File: config.mk
export PLATFORM = sky130hd
export DESIGN_NAME = heater_setpoint_controller
export DESIGN_NICKNAME = d
export VERILOG_FILES = /design/src/design/hsc_pkg.sv /design/src/design/hsc_step.sv /design/src/design/heater_setpoint_controller.sv
export SDC_FILE = /design/constraint.sdc
export NUM_CORES = 1
export LEC_CHECK = 0
export ABC_AREA = 1
export BUFFER_PORTS_ARGS = -buffer_cell sky130_fd_sc_hd__buf_2
export CAP_MARGIN = 20
export CORE_UTILIZATION = 62
export DETAILED_ROUTE_END_ITERATION = 12
export PLACE_DENSITY = 0.81
export RECOVER_POWER = 50
export SETUP_SLACK_MARGIN = 0.15
export SYNTH_ARGS = -nofsm -noshare
export SYNTH_HDL_FRONTEND = slang
export SYNTH_HIERARCHICAL = 1
export SYNTH_SLANG_ARGS = --single-unit
File: constraint.sdc
create_clock -name clk -period 6.7 [get_ports clk]
set_clock_uncertainty 0.1 [all_clocks]
set_input_delay 1.34 -clock clk [delete_from_list [all_inputs] [get_ports clk]]
set_output_delay 1.34 -clock clk [all_outputs]
set_load 0.1 [all_outputs]
File: src/design/hsc_pkg.sv
// ----------------------------------------------------------------------------
// hsc_pkg
// Types, register indexes and reset values shared by the heater setpoint
// controller modules.
// ----------------------------------------------------------------------------
package hsc_pkg;

	localparam int SP_W      = 7;
	localparam int TEMP_W    = 12;
	localparam int LOW_W     = 10;
	localparam int BLINK_W   = 12;
	localparam int SAVE_W    = 16;
	localparam int STATUS_W  = 2;
	localparam int CFG_IDX_W = 3;
	localparam int CFG_DAT_W = 16;

	// register indexes
	localparam logic [CFG_IDX_W-1:0] REG_SETPOINT_MIN     = 3'd0;
	localparam logic [CFG_IDX_W-1:0] REG_SETPOINT_MAX     = 3'd1;
	localparam logic [CFG_IDX_W-1:0] REG_INITIAL_SETPOINT = 3'd2;
	localparam logic [CFG_IDX_W-1:0] REG_PRESS_CONFIRM    = 3'd3;
	localparam logic [CFG_IDX_W-1:0] REG_BLINK_PERIOD     = 3'd4;
	localparam logic [CFG_IDX_W-1:0] REG_SAVE_DELAY       = 3'd5;

	// register reset values
	localparam logic [SP_W-1:0]    RST_SETPOINT_MIN     = 7'd10;
	localparam logic [SP_W-1:0]    RST_SETPOINT_MAX     = 7'd60;
	localparam logic [SP_W-1:0]    RST_INITIAL_SETPOINT = 7'd36;
	localparam logic [LOW_W-1:0]   RST_PRESS_CONFIRM    = 10'd200;
	localparam logic [BLINK_W-1:0] RST_BLINK_PERIOD     = 12'd1000;
	localparam logic [SAVE_W-1:0]  RST_SAVE_DELAY       = 16'd5000;

	localparam logic [TEMP_W-1:0] TEMP_MOST_NEGATIVE = 12'h800;

	// status codes
	localparam logic [STATUS_W-1:0] ST_READY   = 2'd0;
	localparam logic [STATUS_W-1:0] ST_HEATING = 2'd1;
	localparam logic [STATUS_W-1:0] ST_IDLE    = 2'd2;

	typedef struct packed {
		logic [SP_W-1:0]    setpoint_min;
		logic [SP_W-1:0]    setpoint_max;
		logic [LOW_W-1:0]   press_confirm;
		logic [BLINK_W-1:0] blink_period;
		logic [SAVE_W-1:0]  save_delay;
	} cfg_t;

	typedef struct packed {
		logic [SP_W-1:0]    setpoint;
		logic [TEMP_W-1:0]  current_temp;
		logic               heater;
		logic               press_latched;
		logic [LOW_W-1:0]   low_count;
		logic               clk_last;
		logic               blink_flag;
		logic [BLINK_W-1:0] blink_timer;
		logic               saved;
		logic [SAVE_W-1:0]  save_timer;
	} state_t;

	typedef struct packed {
		logic              enc_clk;
		logic              enc_dt;
		logic              button_level;
		logic              temp_valid;
		logic [TEMP_W-1:0] temp_sixteenths;
	} item_t;

	typedef struct packed {
		logic                heater_on;
		logic [SP_W-1:0]     setpoint;
		logic [STATUS_W-1:0] status;
		logic                heat_blink;
		logic                save_strobe;
	} result_t;

endpackage

File: src/design/hsc_step.sv
// ----------------------------------------------------------------------------
// hsc_step
// Next-state and result logic for one millisecond tick.
// ----------------------------------------------------------------------------
module hsc_step (
	input  hsc_pkg::cfg_t    cfg,
	input  hsc_pkg::state_t  cur,
	input  hsc_pkg::item_t   item,
	output hsc_pkg::state_t  nxt,
	output hsc_pkg::result_t res
);
	import hsc_pkg::*;

	logic [TEMP_W-1:0] temp;
	logic signed [SP_W+1:0] sp_step;
	logic signed [SP_W+1:0] sp_lo;
	logic [SP_W-1:0] sp_new;
	logic exceeds;
	logic [LOW_W-1:0] low_new;
	logic pressed;
	logic heater_new;
	logic latched_new;
	logic saved_mid;

	always_comb begin
		temp = item.temp_valid ? item.temp_sixteenths : cur.current_temp;

		// one step per clock pin change, down when data differs from clock
		if (item.enc_dt != item.enc_clk) begin
			sp_step = $signed({2'b00, cur.setpoint}) - 9'sd1;
		end else begin
			sp_step = $signed({2'b00, cur.setpoint}) + 9'sd1;
		end
		sp_lo = (sp_step < $signed({2'b00, cfg.setpoint_min})) ?
			$signed({2'b00, cfg.setpoint_min}) : sp_step;
		if (sp_lo > $signed({2'b00, cfg.setpoint_max})) begin
			sp_lo = $signed({2'b00, cfg.setpoint_max});
		end

		if (item.enc_clk != cur.clk_last) begin
			sp_new    = sp_lo[SP_W-1:0];
			saved_mid = 1'b0;
		end else begin
			sp_new    = cur.setpoint;
			saved_mid = cur.saved;
		end

		exceeds = $signed(temp) > $signed({1'b0, sp_new, 4'b0000});

		// debounce
		if (item.button_level) begin
			low_new = '0;
		end else if (cur.low_count != {LOW_W{1'b1}}) begin
			low_new = cur.low_count + 1'b1;
		end else begin
			low_new = cur.low_count;
		end
		pressed = !item.button_level && (low_new >= cfg.press_confirm);

		// over-temperature wins over the button
		heater_new  = cur.heater;
		latched_new = cur.press_latched;
		if (exceeds && cur.heater) begin
			heater_new = 1'b0;
		end else if (pressed && !cur.press_latched) begin
			heater_new  = !cur.heater;
			latched_new = 1'b1;
		end else if (!pressed) begin
			latched_new = 1'b0;
		end

		nxt               = cur;
		nxt.setpoint      = sp_new;
		nxt.current_temp  = temp;
		nxt.heater        = heater_new;
		nxt.press_latched = latched_new;
		nxt.low_count     = low_new;
		nxt.clk_last      = item.enc_clk;
		nxt.saved         = saved_mid;

		if (heater_new && (cur.blink_timer >= cfg.blink_period)) begin
			nxt.blink_flag  = !cur.blink_flag;
			nxt.blink_timer = '0;
		end else if (cur.blink_timer != {BLINK_W{1'b1}}) begin
			nxt.blink_timer = cur.blink_timer + 1'b1;
		end
		if (!heater_new) begin
			nxt.blink_flag = 1'b0;
		end

		res.save_strobe = 1'b0;
		if (!saved_mid && (cur.save_timer >= cfg.save_delay)) begin
			nxt.saved       = 1'b1;
			nxt.save_timer  = '0;
			res.save_strobe = 1'b1;
		end else if (cur.save_timer != {SAVE_W{1'b1}}) begin
			nxt.save_timer = cur.save_timer + 1'b1;
		end

		if (exceeds) begin
			res.status = ST_READY;
		end else if (cur.heater) begin
			res.status = ST_HEATING;
		end else begin
			res.status = ST_IDLE;
		end
		res.heater_on  = heater_new;
		res.setpoint   = sp_new;
		res.heat_blink = nxt.blink_flag;
	end

endmodule

File: src/design/heater_setpoint_controller.sv
// ----------------------------------------------------------------------------
// heater_setpoint_controller
// Encoder-driven setpoint, debounced heater toggle with over-temperature
// cutoff, heating blink flag and delayed save strobe; one request per tick.
// ----------------------------------------------------------------------------
//
//   channel  handshake               payload
//   -------  ----------------------  ----------------------------------------
//   in       in_valid / in_ready     enc_clk enc_dt button_level temp_valid
//                                    temp_sixteenths
//   out      out_valid / out_ready   heater_on setpoint status heat_blink
//                                    save_strobe
//   cfg      cfg_wr_en               cfg_index cfg_wdata (write only)
//
// A request is held in the input register, then processed into the result
// register; one request per cycle is sustained while out_ready is high.
// The single input register and single result register set that rate.
// Reset clears control state, loads register defaults and the tick state.
// A stalled result holds; the input register still takes one more request
// and then holds until the result drains.
// ----------------------------------------------------------------------------
module heater_setpoint_controller (
	input  logic                                  clk,
	input  logic                                  arst_n,
	input  logic                                  in_valid,
	output logic                                  in_ready,
	input  logic                                  enc_clk,
	input  logic                                  enc_dt,
	input  logic                                  button_level,
	input  logic                                  temp_valid,
	input  logic signed [hsc_pkg::TEMP_W-1:0]     temp_sixteenths,
	output logic                                  out_valid,
	input  logic                                  out_ready,
	output logic                                  heater_on,
	output logic [hsc_pkg::SP_W-1:0]              setpoint,
	output logic [hsc_pkg::STATUS_W-1:0]          status,
	output logic                                  heat_blink,
	output logic                                  save_strobe,
	input  logic                                  cfg_wr_en,
	input  logic [hsc_pkg::CFG_IDX_W-1:0]         cfg_index,
	input  logic [hsc_pkg::CFG_DAT_W-1:0]         cfg_wdata
);
	import hsc_pkg::*;

	cfg_t    cfg_q;
	state_t  state_q;
	state_t  state_nxt;
	item_t   item_s1;
	logic    valid_s1;
	result_t res_nxt;
	result_t res_s2;
	logic    valid_s2;
	logic    advance;

	// configuration writes; the initial setpoint only matters at reset, so
	// a later write to it has no effect
	always_ff @(posedge clk or negedge arst_n) begin
		if (!arst_n) begin
			cfg_q.setpoint_min  <= RST_SETPOINT_MIN;
			cfg_q.setpoint_max  <= RST_SETPOINT_MAX;
			cfg_q.press_confirm <= RST_PRESS_CONFIRM;
			cfg_q.blink_period  <= RST_BLINK_PERIOD;
			cfg_q.save_delay    <= RST_SAVE_DELAY;
		end else if (cfg_wr_en) begin
			case (cfg_index)
				REG_SETPOINT_MIN:     cfg_q.setpoint_min  <= cfg_wdata[SP_W-1:0];
				REG_SETPOINT_MAX:     cfg_q.setpoint_max  <= cfg_wdata[SP_W-1:0];
				REG_INITIAL_SETPOINT: ;
				REG_PRESS_CONFIRM:    cfg_q.press_confirm <= cfg_wdata[LOW_W-1:0];
				REG_BLINK_PERIOD:     cfg_q.blink_period  <= cfg_wdata[BLINK_W-1:0];
				REG_SAVE_DELAY:       cfg_q.save_delay    <= cfg_wdata[SAVE_W-1:0];
				default: ;
			endcase
		end
	end

	// process the held request when the result slot is free or draining
	assign advance  = valid_s1 && (!valid_s2 || out_ready);
	assign in_ready = !valid_s1 || advance;

	always_ff @(posedge clk or negedge arst_n) begin
		if (!arst_n) begin
			valid_s1 <= 1'b0;
		end else if (in_ready) begin
			valid_s1 <= in_valid;
		end
	end

	always_ff @(posedge clk) begin
		if (in_valid && in_ready) begin
			item_s1.enc_clk         <= enc_clk;
			item_s1.enc_dt          <= enc_dt;
			item_s1.button_level    <= button_level;
			item_s1.temp_valid      <= temp_valid;
			item_s1.temp_sixteenths <= temp_sixteenths;
		end
	end

	hsc_step u_step (
		.cfg  (cfg_q),
		.cur  (state_q),
		.item (item_s1),
		.nxt  (state_nxt),
		.res  (res_nxt)
	);

	// tick state advances only when a request is processed
	always_ff @(posedge clk or negedge arst_n) begin
		if (!arst_n) begin
			state_q.setpoint      <= RST_INITIAL_SETPOINT;
			state_q.current_temp  <= TEMP_MOST_NEGATIVE;
			state_q.heater        <= 1'b0;
			state_q.press_latched <= 1'b0;
			state_q.low_count     <= '0;
			state_q.clk_last      <= 1'b0;
			state_q.blink_flag    <= 1'b0;
			state_q.blink_timer   <= '0;
			state_q.saved         <= 1'b1;
			state_q.save_timer    <= '0;
		end else if (advance) begin
			state_q <= state_nxt;
		end
	end

	// result register: load on advance, drop once taken
	always_ff @(posedge clk or negedge arst_n) begin
		if (!arst_n) begin
			valid_s2 <= 1'b0;
		end else if (advance) begin
			valid_s2 <= 1'b1;
		end else if (out_ready) begin
			valid_s2 <= 1'b0;
		end
	end

	always_ff @(posedge clk) begin
		if (advance) begin
			res_s2 <= res_nxt;
		end
	end

	assign out_valid   = valid_s2;
	assign heater_on   = res_s2.heater_on;
	assign setpoint    = res_s2.setpoint;
	assign status      = res_s2.status;
	assign heat_blink  = res_s2.heat_blink;
	assign save_strobe = res_s2.save_strobe;

endmodule
Word level (Yosys, flattened, before mapping)

Index checks and enable logic that the tools add are counted.

Bits in registers: 144
Input bits: 40
Output and inout port bits: 14
Word-level logic and storage cells: 100

Add/subtract/negate cells: 5
Order comparisons: 6
Equality and inequality tests: 10
Mux-type cells: 23
Bitwise operators: 1
Reduce and logical (&&, ||, !) cells: 28

Operators by type and width:

| operator                                         | count |
|---|---|
| 2-to-1 mux 12 bit                                | 3 |
| 2-to-1 mux 16 bit                                | 2 |
| 2-to-1 mux 10 bit                                | 2 |
| 2-to-1 mux 9 bit                                 | 2 |
| adder 16 x 1 -> 16 bit, second input constant    | 1 |
| >= comparator 16 bit                             | 1 |
| inequality test 16 bit, second input constant    | 1 |
| 2-to-1 mux 7 bit                                 | 2 |
| AND reduction 2 bit                              | 7 |
| adder 12 x 1 -> 12 bit, second input constant    | 1 |
| >= comparator 12 bit                             | 1 |
| greater-than comparator 12 bit                   | 1 |
| inequality test 12 bit, second input constant    | 1 |
| 2-to-1 mux 1 bit                                 | 11 |
| adder 10 x 1 -> 10 bit, second input constant    | 1 |
| >= comparator 10 bit                             | 1 |
| inequality test 10 bit, second input constant    | 1 |
| greater-than comparator 9 x 8 -> 1 bit           | 1 |
| less-than comparator 9 x 8 -> 1 bit              | 1 |
| adder 7 x 1 -> 8 bit, second input constant      | 1 |
| subtractor 7 x 1 -> 8 bit, second input constant | 1 |
| logical AND 1 bit                                | 7 |
| zero test 1 bit                                  | 7 |
| equality test 3 bit, second input constant       | 2 |
| 10 further kinds                                 | 14 |

Depth between registers and ports, before layout

Gate-level depths: netlist (run 1).

Depth in word-level cells: 13
Gate-level depth with buffers: 47
Depth with buffers taken out: 44

Modules after synthesis

The synthesis (run 1) kept the hierarchy.

By module, submodules not included:

| module                     | instances | cells each | area an instance (sq um) | seq. area each (sq um) |
|---|---|---|---|---|
| heater_setpoint_controller | 1         | 540        | 5,461.5                  | 3,773.6 |
| hsc_step                   | 1         | 685        | 3,709.8                  | 0.0 |

Worst setup path before layout (run 1)

No wires, ideal clock.

Path type: register to register
Start point: reg state_q[55] (netlist name)
End point: reg res_s2, in the netlist heat_blink, data pin
Setup time: 251 ps
Data arrival time: 4,723 ps
Required time: 6,349 ps
Setup slack: 1,626 ps
Cell stages (with the launch flop): 42
Path buffers: 3
Period minus slack after synthesis: 5,074 ps
Cell sequence: dfrtp_1 > inv_1 > ha_1 > xor2_1 > inv_1 > ha_1 > a21o_1 > a21oi_1 > o21bai_1 > a21oi_1 > o21a_1 > ha_1 > clkbuf_1 > inv_1 > nand2_1 > nand2_1 > ha_1 > nand2_1 > [6 not listed] > nand2_2 > buf_6 > a21oi_1 > nor2_1 > nor2_1 > ha_1 > inv_1 > o21bai_1 > nand2_1 > nand2_1 > nand2_1 > nand2_1 > nand3_2 > nand2_2 > nand2_2 > nand2_1 > nor2_1 > buf_4

RTL lines:

| item                   | line                              | text |
|---|---|---|
| from (decl)            | heater_setpoint_controller.sv:46  | `state_t state_q;` |
| from (signal assigned) | heater_setpoint_controller.sv:121 | `state_q <= state_nxt;` |
| to (signal assigned)   | heater_setpoint_controller.sv:138 | `res_s2 <= res_nxt;` |
| to (decl)              | heater_setpoint_controller.sv:51  | `result_t res_s2;` |

==> results of run 1 <==
## power by group through the flow
| stage | clock (mW) | combinational [mW] | sequential, mW |
|---|---|---|---|
| global route | 1.05 | 1.97 | 1.30 |
| floorplan | 0 | 1.26 | 1.46 |
| detailed placement | 0 | 1.71 | 1.28 |
| global placement | 0 | 1.66 | 1.28 |
| finish | 1.00 | 1.75 | 1.28 |
| CTS | 1.01 | 1.73 | 1.27 |
## stage by stage
stage	util, %	hold slack (ps)	area, um^2
detailed placement	64.9	353	9400
CTS	69.2	363	10000
global placement	64.9	348	9400
global route	69.0	373	9990
finish	69.0	362	9990
floorplan	-	337	9170
## state kept, by name, summed over array words and instances (netlist names)
signal	count
out_valid	1
heater_on	1
item_s1	16
setpoint	7
save_strobe	1
heat_blink	1
status	2
state_q	62
cfg_q	52
valid_s1	1
## worst max-delay path by stage
stage                        endpoint  cells after the start
final                     state_q[28]                     41
after global routing      state_q[28]                     41
after CTS                 state_q[28]                     41
after detailed placement  state_q[18]                     41
after global placement    state_q[26]                     41
after floorplan            heat_blink                     41
## per-layer routing
layer  vias up  GRT usage (%)  part of all wire (%)
met3        51           5.49                   5.8
met4         0           11.5                   3.0
met5         -              0                     0
met1      3779           37.1                    41
li1       3950              -                     -
met2       288           52.3                    50
## area by class of cell
cell class                 instances  share of cell area, %
multi-input combinational        878                   45.0
sequential                       144                   37.8
timing repair buffer              58                   2.93
inverter                         153                   5.77
clock inverter                    10                   1.59
tap                              184                   2.30
clock buffer                      22                   4.65
## layout by cell type (no fill, tap or decap), types with 2 or more instances in the layout
cell type / instances
o21ai_0: 25
nor2_4: 3
nor2_2: 2
xor2_1: 18
o21ai_2: 2
buf_4: 3
clkbuf_8: 2
nand3_1: 151
a21oi_1: 49
nor2_1: 62
nand3b_1: 3
clkinvlp_4: 2
nor3_1: 9
nand3_2: 2
nand2_2: 10
o21bai_1: 8
clkinv_2: 3
dfstp_2: 24
or2_2: 2
nand4_1: 9
o21a_1: 2
nand2_1: 432
inv_1: 149
ha_1: 64
a31oi_1: 2
edfxtp_1: 28
o21ai_1: 3
dfrtp_1: 91
buf_2: 50
bufinv_16: 4
clkbuf_16: 17
inv_2: 3
clkbuf_1: 6
xnor2_1: 9
nor4_1: 2
## critical path, delay by kind of cell (launching register included)
family	cells	cell delay, ps
simple gates	23	2150
fa+ha+maj	5	1580
buf+inv	5	450
xor+xnor	1	240
compound gates	7	880
flops	1	450
## logic make-up (layout without fill, tap and decap cells)
logic type / after synthesis / in the layout / synth area share, %
AND/OR/NAND/NOR: 688 / 688 / 31.8
AO/OA/AOI/OAI: 97 / 97 / 5.87
flip-flops: 144 / 144 / 41.1
XOR/XNOR: 27 / 27 / 2.58
adder cells (fa/ha/maj): 64 / 64 / 8.73
buffers and inverters: 203 / 243 / 9.66
multiplexers: 2 / 2 / 0.232
==> metrics.md, run 1 <==
| Metric | Value |
|---|---|
| Async S/R FF share, synth | `approximately four fifths` |
| Setup Crit Path Kind | `reg -> reg` |
| H-tree lvl count | `4` |
| CTS tree | `done` |
| Worst setup startpoint | `state_q[55]` |
| I/O pin cnt | `54` |
| Clock root buffer | `clkbuf_16` |
| Final antenna diode count | `0` |
| All-Layer GR Usage | `around 30%` |
| Post-Route WL | `roughly 22,000 um` |
| Worst hold path class | `reg -> reg` |
| Pins Over Slew Limit | `212` |
| Yosys reg bits | `between 100 and 150` |
| Core Area | `about 0.014 mm^2` |
| WL per Instance | `about 15 um` |
| Starting DRT DRC Count | `around 740` |
| Seq pwr share | `31.7%` |
| Startpoint types | `flip-flop` |
| Max cap viols | `4` |
| HP Start | `cfg_q[24]` |
| First-pass GRT wire length | `~35,000 um` |
| RR Endpoint | `state_q[28]` |
| Die Area | `between 0.015 and 0.02 mm^2` |
| Post-synth EDFFs | `28` |
| Fmax | `~170 MHz` |
| Critical Path Most Common Cell | `nand2_1` |
| CP max FO | `13` |
| Sw Ratio | `~43%` |
| GR Overflow Total | `0` |
| Largest net degree at the start of global routing | `76` |
| Yosys top cell area share | `approximately a quarter` |
| DRT Pass-1 Iters | `7` |
| Setup crit end kind | `flip-flop` |
| CP max-delay cell | `dfrtp_1` |
| Setup TNS | `0 ps` |
| Fill cells | `1,208` |
| I/O Buffers | `53` |
| Mapped Nets | `roughly 1,300` |
| Seq/Total Area, Yosys | `between 40% and 50%` |
| RSZ-0062 raised after global routing | `false` |
| Ranking of synthesized cells by area | `dfrtp_1 25%, nand2_1 18%, edfxtp_1 9.2%, ha_1 8.7%, nand3_1 8.2%` |
| Placed wire-length estimate | `14,400 um` |
| Pwr Density | `about 400 mW/mm^2` |
| Req. time, crit path | `~7000 ps` |
| Post-synth top area cell | `dfrtp_1` |
| Clock share of power | `between 20% and 30%` |
| Power Total | `roughly 4.0 mW` |
| Final std cells w/o fill | `around 1,400` |
| Final Setup Violations | `0` |
| Die span in y | `between 100 and 150 um` |
| Post-cts sizing count | `0` |
| Dpl cells | `1,417` |
| Worst-skew pair later-pin latency | `420 ps` |
| Final ANT Viol Nets | `0` |
| Num CTS Buffers | `17` |
| Initial antenna violation count | `0` |
| Clock buffer depth | `2` |
| Syn-to-layout area delta | `8.95%` |
| Max incr delay on CP | `between 400 and 500 ps` |
| Register area | `between 0.003 and 0.004 mm^2` |
| Vias per inst | `~5.6` |
| Final hold violation count | `0` |
| Max IR drop VDD | `around 0.25 mV` |
| Synth warnings | `6` |
| Clock slew at reported path FFs | `roughly 60 ps` |
| Outcome | `complete, but fails checks` |
| Hold buffer count at cts | `0` |
| Vias after detailed routing | `roughly 8,100` |
| Hold EP | `cfg_q[24]` |
| Postcts setup bufs | `0` |
| Number of global-route vias before repair | `7,499` |
| Minimum clock period | `around 6000 ps` |
| Initial Utilization | `approximately 63%` |
| Place WS | `around 970 ps` |
| Share of cells above drive strength 1 | `between 10% and 20%` |
| Top post-synthesis cells by count | `430 x nand2_1, 151 x nand3_1, 148 x inv_1` |
| Synth Cell Area | `between 0.009 and 0.01 mm^2` |
| R2R cell count | `41` |
| Cell-internal power | `2.31 mW` |
| Count leader, synth | `nand2_1` |
| Sink Count | `144` |
| Critical path data arrival time | `~6200 ps` |
| Hold Path Cell Cnt | `2` |
| Combinational power share | `43.4%` |
| Post-synth top flop | `dfrtp_1` |
| Count of cell types in the netlist | `44` |
| FF-to-FF setup slack | `around 740 ps` |
| Die X | `~120 um` |
| Multi-input gate area | `0.00449 mm^2` |
| Routability Congestion | `0.894` |
| Std cell rows | `44` |
| Post-route DRC | `0` |
| Mean Syn Cell Area | `7.49 um^2` |
| Crit share post-route | `89.0%` |
| Worst Tran Pin Value | `slightly above 3000 ps` |
| Cell leakage power | `5.37 nW` |
| Failing checks | `max-capacitance violations, max-slew violations` |
| Nets@finish | `1,356` |
| Reg2reg start | `state_q[55]` |
| NetSw | `approximately 1.7 mW` |
| Post-Syn Instances | `~1,200` |
| Post-layout worst setup margin | `roughly 740 ps` |
| Worst rel slew slack | `-108%` |
Note: power is estimated with default switching activity, not from simulation.
==> run 2, diff against run 1 <==
Settings changed: CAP_MARGIN 20 to not set, MAX_ROUTING_LAYER set to met4.
==> metrics.md, run 2 (synthesis gave the netlist of run 1 again) <==
| Metric | Value |
|---|---|
| Outcome | `complete, but fails checks` |
| Failing checks | `max-capacitance violations, max-slew violations` |
| Crit share post-route | `between 80% and 90%` |
| Nets@finish | `1,356` |
| Cell leakage power | `about 5.4 nW` |
| I/O Buffers | `53` |
| Max IR drop VDD | `between 0.2 and 0.3 mV` |
| Pwr Density | `a little under 400 mW/mm^2` |
| Largest regs | `state_q x62, cfg_q x52, item_s1 x16` |
| Startpoint types | `flip-flop` |
| Post-route DRC | `0` |
| Pins Over Slew Limit | `212` |
| Worst Tran Pin Value | `3100 ps` |
| Die span in y | `between 100 and 150 um` |
| Hold buffer count at cts | `0` |
| Share of cells above drive strength 1 | `10.5%` |
| Starting DRT DRC Count | `721` |
| CP max-delay cell | `dfrtp_1` |
| Syn-to-layout area delta | `8.42%` |
| Clock slew at reported path FFs | `around 60 ps` |
| All-Layer GR Usage | `between 30% and 40%` |
| Power Total | `~3.9 mW` |
| Critical path data arrival time | `~6000 ps` |
| Core Area | `0.0145 mm^2` |
| Critical Path Most Common Cell | `nand2_1` |
| Minimum clock period | `just under 6000 ps` |
| Most common cell after layout, fill and taps aside | `nand2_1` |
| Reg2reg start | `state_q[55]` |
| Final antenna diode count | `0` |
| Final hold violation count | `0` |
| Final ANT Viol Nets | `0` |
| GR Overflow Total | `0` |
| Max reg flops | `just over 60` |
| Commonest non-fill, non-tap cells in the layout | `432 x nand2_1, 151 x nand3_1, 149 x inv_1` |
| Initial antenna violation count | `0` |
| Hold Path Cell Cnt | `2` |
| CTS tree | `done` |
| Vias per inst | `approximately 5.5` |
| RSZ-0062 raised after global routing | `false` |
| Vias after detailed routing | `approximately 8,000` |
| Postcts setup bufs | `0` |
| Worst hold path class | `reg -> reg` |
| Setup crit end kind | `flip-flop` |
| Die Area | `around 0.015 mm^2` |
| Fill cells | `approximately 1,200` |
| DRT Pass-1 Iters | `5` |
| Initial Utilization | `63.3%` |
| Placed wire-length estimate | `14,400 um` |
| Setup TNS | `0 ps` |
| Post-cts sizing count | `0` |
| Die X | `around 120 um` |
| HP Start | `cfg_q[21]` |
| WL per Instance | `14.7 um` |
| Worst rel slew slack | `-106%` |
| R2R cell count | `around 40` |
| I/O pin cnt | `between 50 and 60` |
| Most flop-heavy register | `state_q` |
| Hold EP | `cfg_q[21]` |
| Worst-skew pair later-pin latency | `420 ps` |
| Req. time, crit path | `6950 ps` |
| Clock buffer depth | `2` |
| Post-Route WL | `21,200 um` |
| Clock root buffer | `clkbuf_16` |
| Routability Congestion | `~0.9` |
| Setup Crit Path Kind | `reg -> reg` |
| FF-to-FF setup slack | `about 850 ps` |
| CP max FO | `13` |
| Max cap viols | `4` |
| Std cell rows | `44` |
| Fmax | `~170 MHz` |
| Largest net degree at the start of global routing | `between 60 and 70` |
| Max incr delay on CP | `approximately 470 ps` |
| Number of global-route vias before repair | `just over 7,000` |
| RR Endpoint | `state_q[21]` |
| Final Setup Violations | `0` |
| First-pass GRT wire length | `34,600 um` |
| Sink Count | `around 140` |
| Num CTS Buffers | `17` |
| H-tree lvl count | `4` |
## run 2: critical path, delay by kind of cell (launching register included)
family                   cells  cell delay [ps]
buffers and inverters        5              480
AND/OR/NAND/NOR             23             2140
flip-flops                   1              470
AO/OA/AOI/OAI                7              790
adder cells (fa/ha/maj)      5             1580
XOR/XNOR                     1              220
## run 2: how the worst max path moves through the flow
| stage | from | to | cells after the start |
|---|---|---|---|
| detailed placement | state_q[55] | state_q[24] | 42 |
| finish | state_q[55] | state_q[21] | 41 |
| CTS | state_q[55] | state_q[21] | 42 |
| global placement | state_q[55] | state_q[26] | 41 |
| global route | state_q[55] | state_q[24] | 41 |
| floorplan | state_q[55] | heat_blink | 41 |
## run 2: area by class of cell
class / instances / area [um^2] / share of cell area (%)
Tap cell: 184 / 230 / 2.32
Sequential cell: 144 / 3770 / 38.0
Inverter: 153 / 577 / 5.80
Multi-Input combinational cell: 878 / 4490 / 45.2
Clock buffer: 26 / 490 / 4.93
Timing Repair Buffer: 58 / 294 / 2.96
Clock inverter: 6 / 82.6 / 0.831
## run 2: power breakdown
group / internal (mW) / switching [mW] / leakage, nW
clock network: 0.579 / 0.359 / 0.277
logic: 0.550 / 1.18 / 3.35
registers: 1.12 / 0.155 / 1.72
## run 2: metrics by stage
step	area, um^2	setup slack [ps]	hold WS [ps]	util (%)	instances
3_3_place_gp	9400	1100	348	64.9	1417
4_1_cts	9970	996	363	68.9	1449
2_1_floorplan	9170	1630	337	-	1225
6_report	9940	850	363	68.7	1449
3_5_place_dp	9400	1000	354	64.9	1417
5_1_grt	9940	264	379	68.7	1449
## run 2: per-layer routing
metal  track usage (%)  vias to the layer above  wire length (um)
li1                  -                     3950                 -
met1              37.2                     3745              9080
met2              49.4                      267             10400
met3              5.13                       48              1150
met4              12.6                        0               586
met5                 -                        -                 0
==> run 3, diff against run 2 <==
Settings changed: CORE_UTILIZATION 62 to 40, PLACE_DENSITY 0.81 to not set, SKIP_LAST_GASP set to 1, SLEW_MARGIN set to 20.
==> metrics.md, run 3 (synthesis gave the netlist of run 1 again) <==
| Metric | Value |
|---|---|
| Outcome | `complete, but fails checks` |
| Failing checks | `max-capacitance violations, max-slew violations` |
| Max incr delay on CP | `around 460 ps` |
| Share of cells above drive strength 1 | `11.1%` |
| Initial Utilization | `around 40%` |
| Max cap viols | `2` |
| Fmax | `about 170 MHz` |
| Sink Count | `approximately 140` |
| Critical Path Most Common Cell | `nand2_1` |
| Crit-path leading delay family | `simple AND/OR/NAND/NOR gates` |
| Setup Crit Path Kind | `reg -> reg` |
| R2R cell count | `40` |
| Hold buffer count at cts | `0` |
| I/O pin cnt | `54` |
| Pins Over Slew Limit | `~100` |
| Postcts setup bufs | `0` |
| Max IR drop VDD | `around 0.21 mV` |
| All-Layer GR Usage | `about 20%` |
| Startpoint types | `flip-flop` |
| I/O Buffers | `53` |
| Most common cell after layout, fill and taps aside | `nand2_1` |
| RSZ-0062 raised after global routing | `false` |
| Number of global-route vias before repair | `about 7,400` |
| Initial antenna violation count | `0` |
| Dpl cell area | `between 0.009 and 0.01 mm^2` |
| Die X | `around 150 um` |
| First-pass GRT wire length | `approximately 37,000 um` |
| CP max-delay cell | `dfrtp_1` |
| Crit path depth | `40` |
| Largest net degree at the start of global routing | `70` |
| GR Overflow Total | `0` |
| Max reg flops | `62` |
| Clock root buffer | `clkbuf_16` |
| Std cell rows | `55` |
| Crit share post-route | `~90%` |
| Largest regs | `state_q x62, cfg_q x52, item_s1 x16` |
| Worst hold path class | `reg -> reg` |
| Post-Route WL | `around 22,000 um` |
| CP max FO | `13` |
| Placed wire-length estimate | `~15,000 um` |
| Fill cells | `roughly 2,300` |
| WL per Instance | `14.3 um` |
| Req. time, crit path | `6920 ps` |
| Pwr Density | `just under 400 mW/mm^2` |
| Core Area | `0.0226 mm^2` |
| Die Area | `around 0.024 mm^2` |
| Clock buffer depth | `2` |
| Setup TNS | `0 ps` |
| Hold Path Cell Cnt | `2` |
| CTS tree | `done` |
| CP bufs+invs | `4` |
| Die span in y | `~150 um` |
| Clock slew at reported path FFs | `70 ps` |
| Vias after detailed routing | `between 7,000 and 8,000` |
| Routability Congestion | `0.871` |
| Worst Tran Pin Value | `3860 ps` |
| Minimum clock period | `about 5900 ps` |
| Nets@finish | `roughly 1,400` |
| Final antenna diode count | `0` |
| H-tree lvl count | `4` |
| Post-route DRC | `0` |
| Commonest non-fill, non-tap cells in the layout | `432 x nand2_1, 151 x nand3_1, 149 x inv_1` |
| Cell leakage power | `5.37 nW` |
| Worst rel slew slack | `-158%` |
| Final hold violation count | `0` |
| Worst-skew pair later-pin latency | `around 430 ps` |
| Final ANT Viol Nets | `0` |
| Setup crit end kind | `flip-flop` |
| Post-cts sizing count | `0` |
| Final Setup Violations | `0` |
| Critical path data arrival time | `approximately 6100 ps` |
| Starting DRT DRC Count | `453` |
| DRT Pass-1 Iters | `5` |
| Vias per inst | `about 5` |
| Most flop-heavy register | `state_q` |
| Post-route cell area | `approximately 0.01 mm^2` |
| Syn-to-layout area delta | `10.2%` |
| Num CTS Buffers | `17` |
[run 3: changes by cell type in the layout (fill, tap and decap cells not counted), moves of 2 or more]
cell,change
clkbuf_1,-7
buf_4,+2
clkinv_4,+3
clkinv_2,-3
inv_6,+5
inv_8,+2
[run 3: worst register-to-register path: cells and delay by family (launching register included)]
family          cells  cell delay [ps]
simple gates       24             2240
fa+ha+maj           5             1550
compound gates      6              710
flops               1              460
buf+inv             4              410
xor+xnor            1              260
[run 3: routing by layer]
metal / track usage, % / share of wire [%]
met5: - / 0
met1: 24.6 / 46
met4: 6.43 / 1.9
met3: 3.60 / 3.2
met2: 33.8 / 49
[run 3: cell type report]
type	count	area, um^2	area share [%]
Clock buffer	18	439	4.34
Inverter	153	577	5.71
Multi-Input combinational cell	878	4490	44.5
Clock inverter	14	168	1.66
Timing Repair Buffer	58	299	2.96
Sequential cell	144	3770	37.3
Tap cell	285	357	3.53
[run 3: report_power, final]
part / internal (mW) / switching [mW]
sequential: 1.12 / 0.155
clock: 0.571 / 0.417
combinational: 0.547 / 1.17
[run 3: through the flow]
step           hold slack, ps  instances  setup WS [ps]  util, %  total power, mW
6_report                  362       1550            844     44.8             3.98
5_1_grt                   375       1550            289     44.8             4.30
4_1_cts                   363       1550            906     44.9             4.00
3_5_place_dp              352       1518            945     42.2             3.00
3_3_place_gp              349       1518           1040     42.2             2.97
2_1_floorplan             337       1225           1630        -             2.72
[run 3: final timing paths]
check,slack [ps],start,to
setup / recovery,840,state_q[55],state_q[26]
hold / removal,360,cfg_q[31],cfg_q[31]
min in group asynchronous,2150,arst_n,cfg_q[45]
max in group asynchronous,1890,arst_n,valid_s1
setup reg to reg,840,state_q[55],state_q[26]
hold reg to reg,360,cfg_q[31],cfg_q[31]
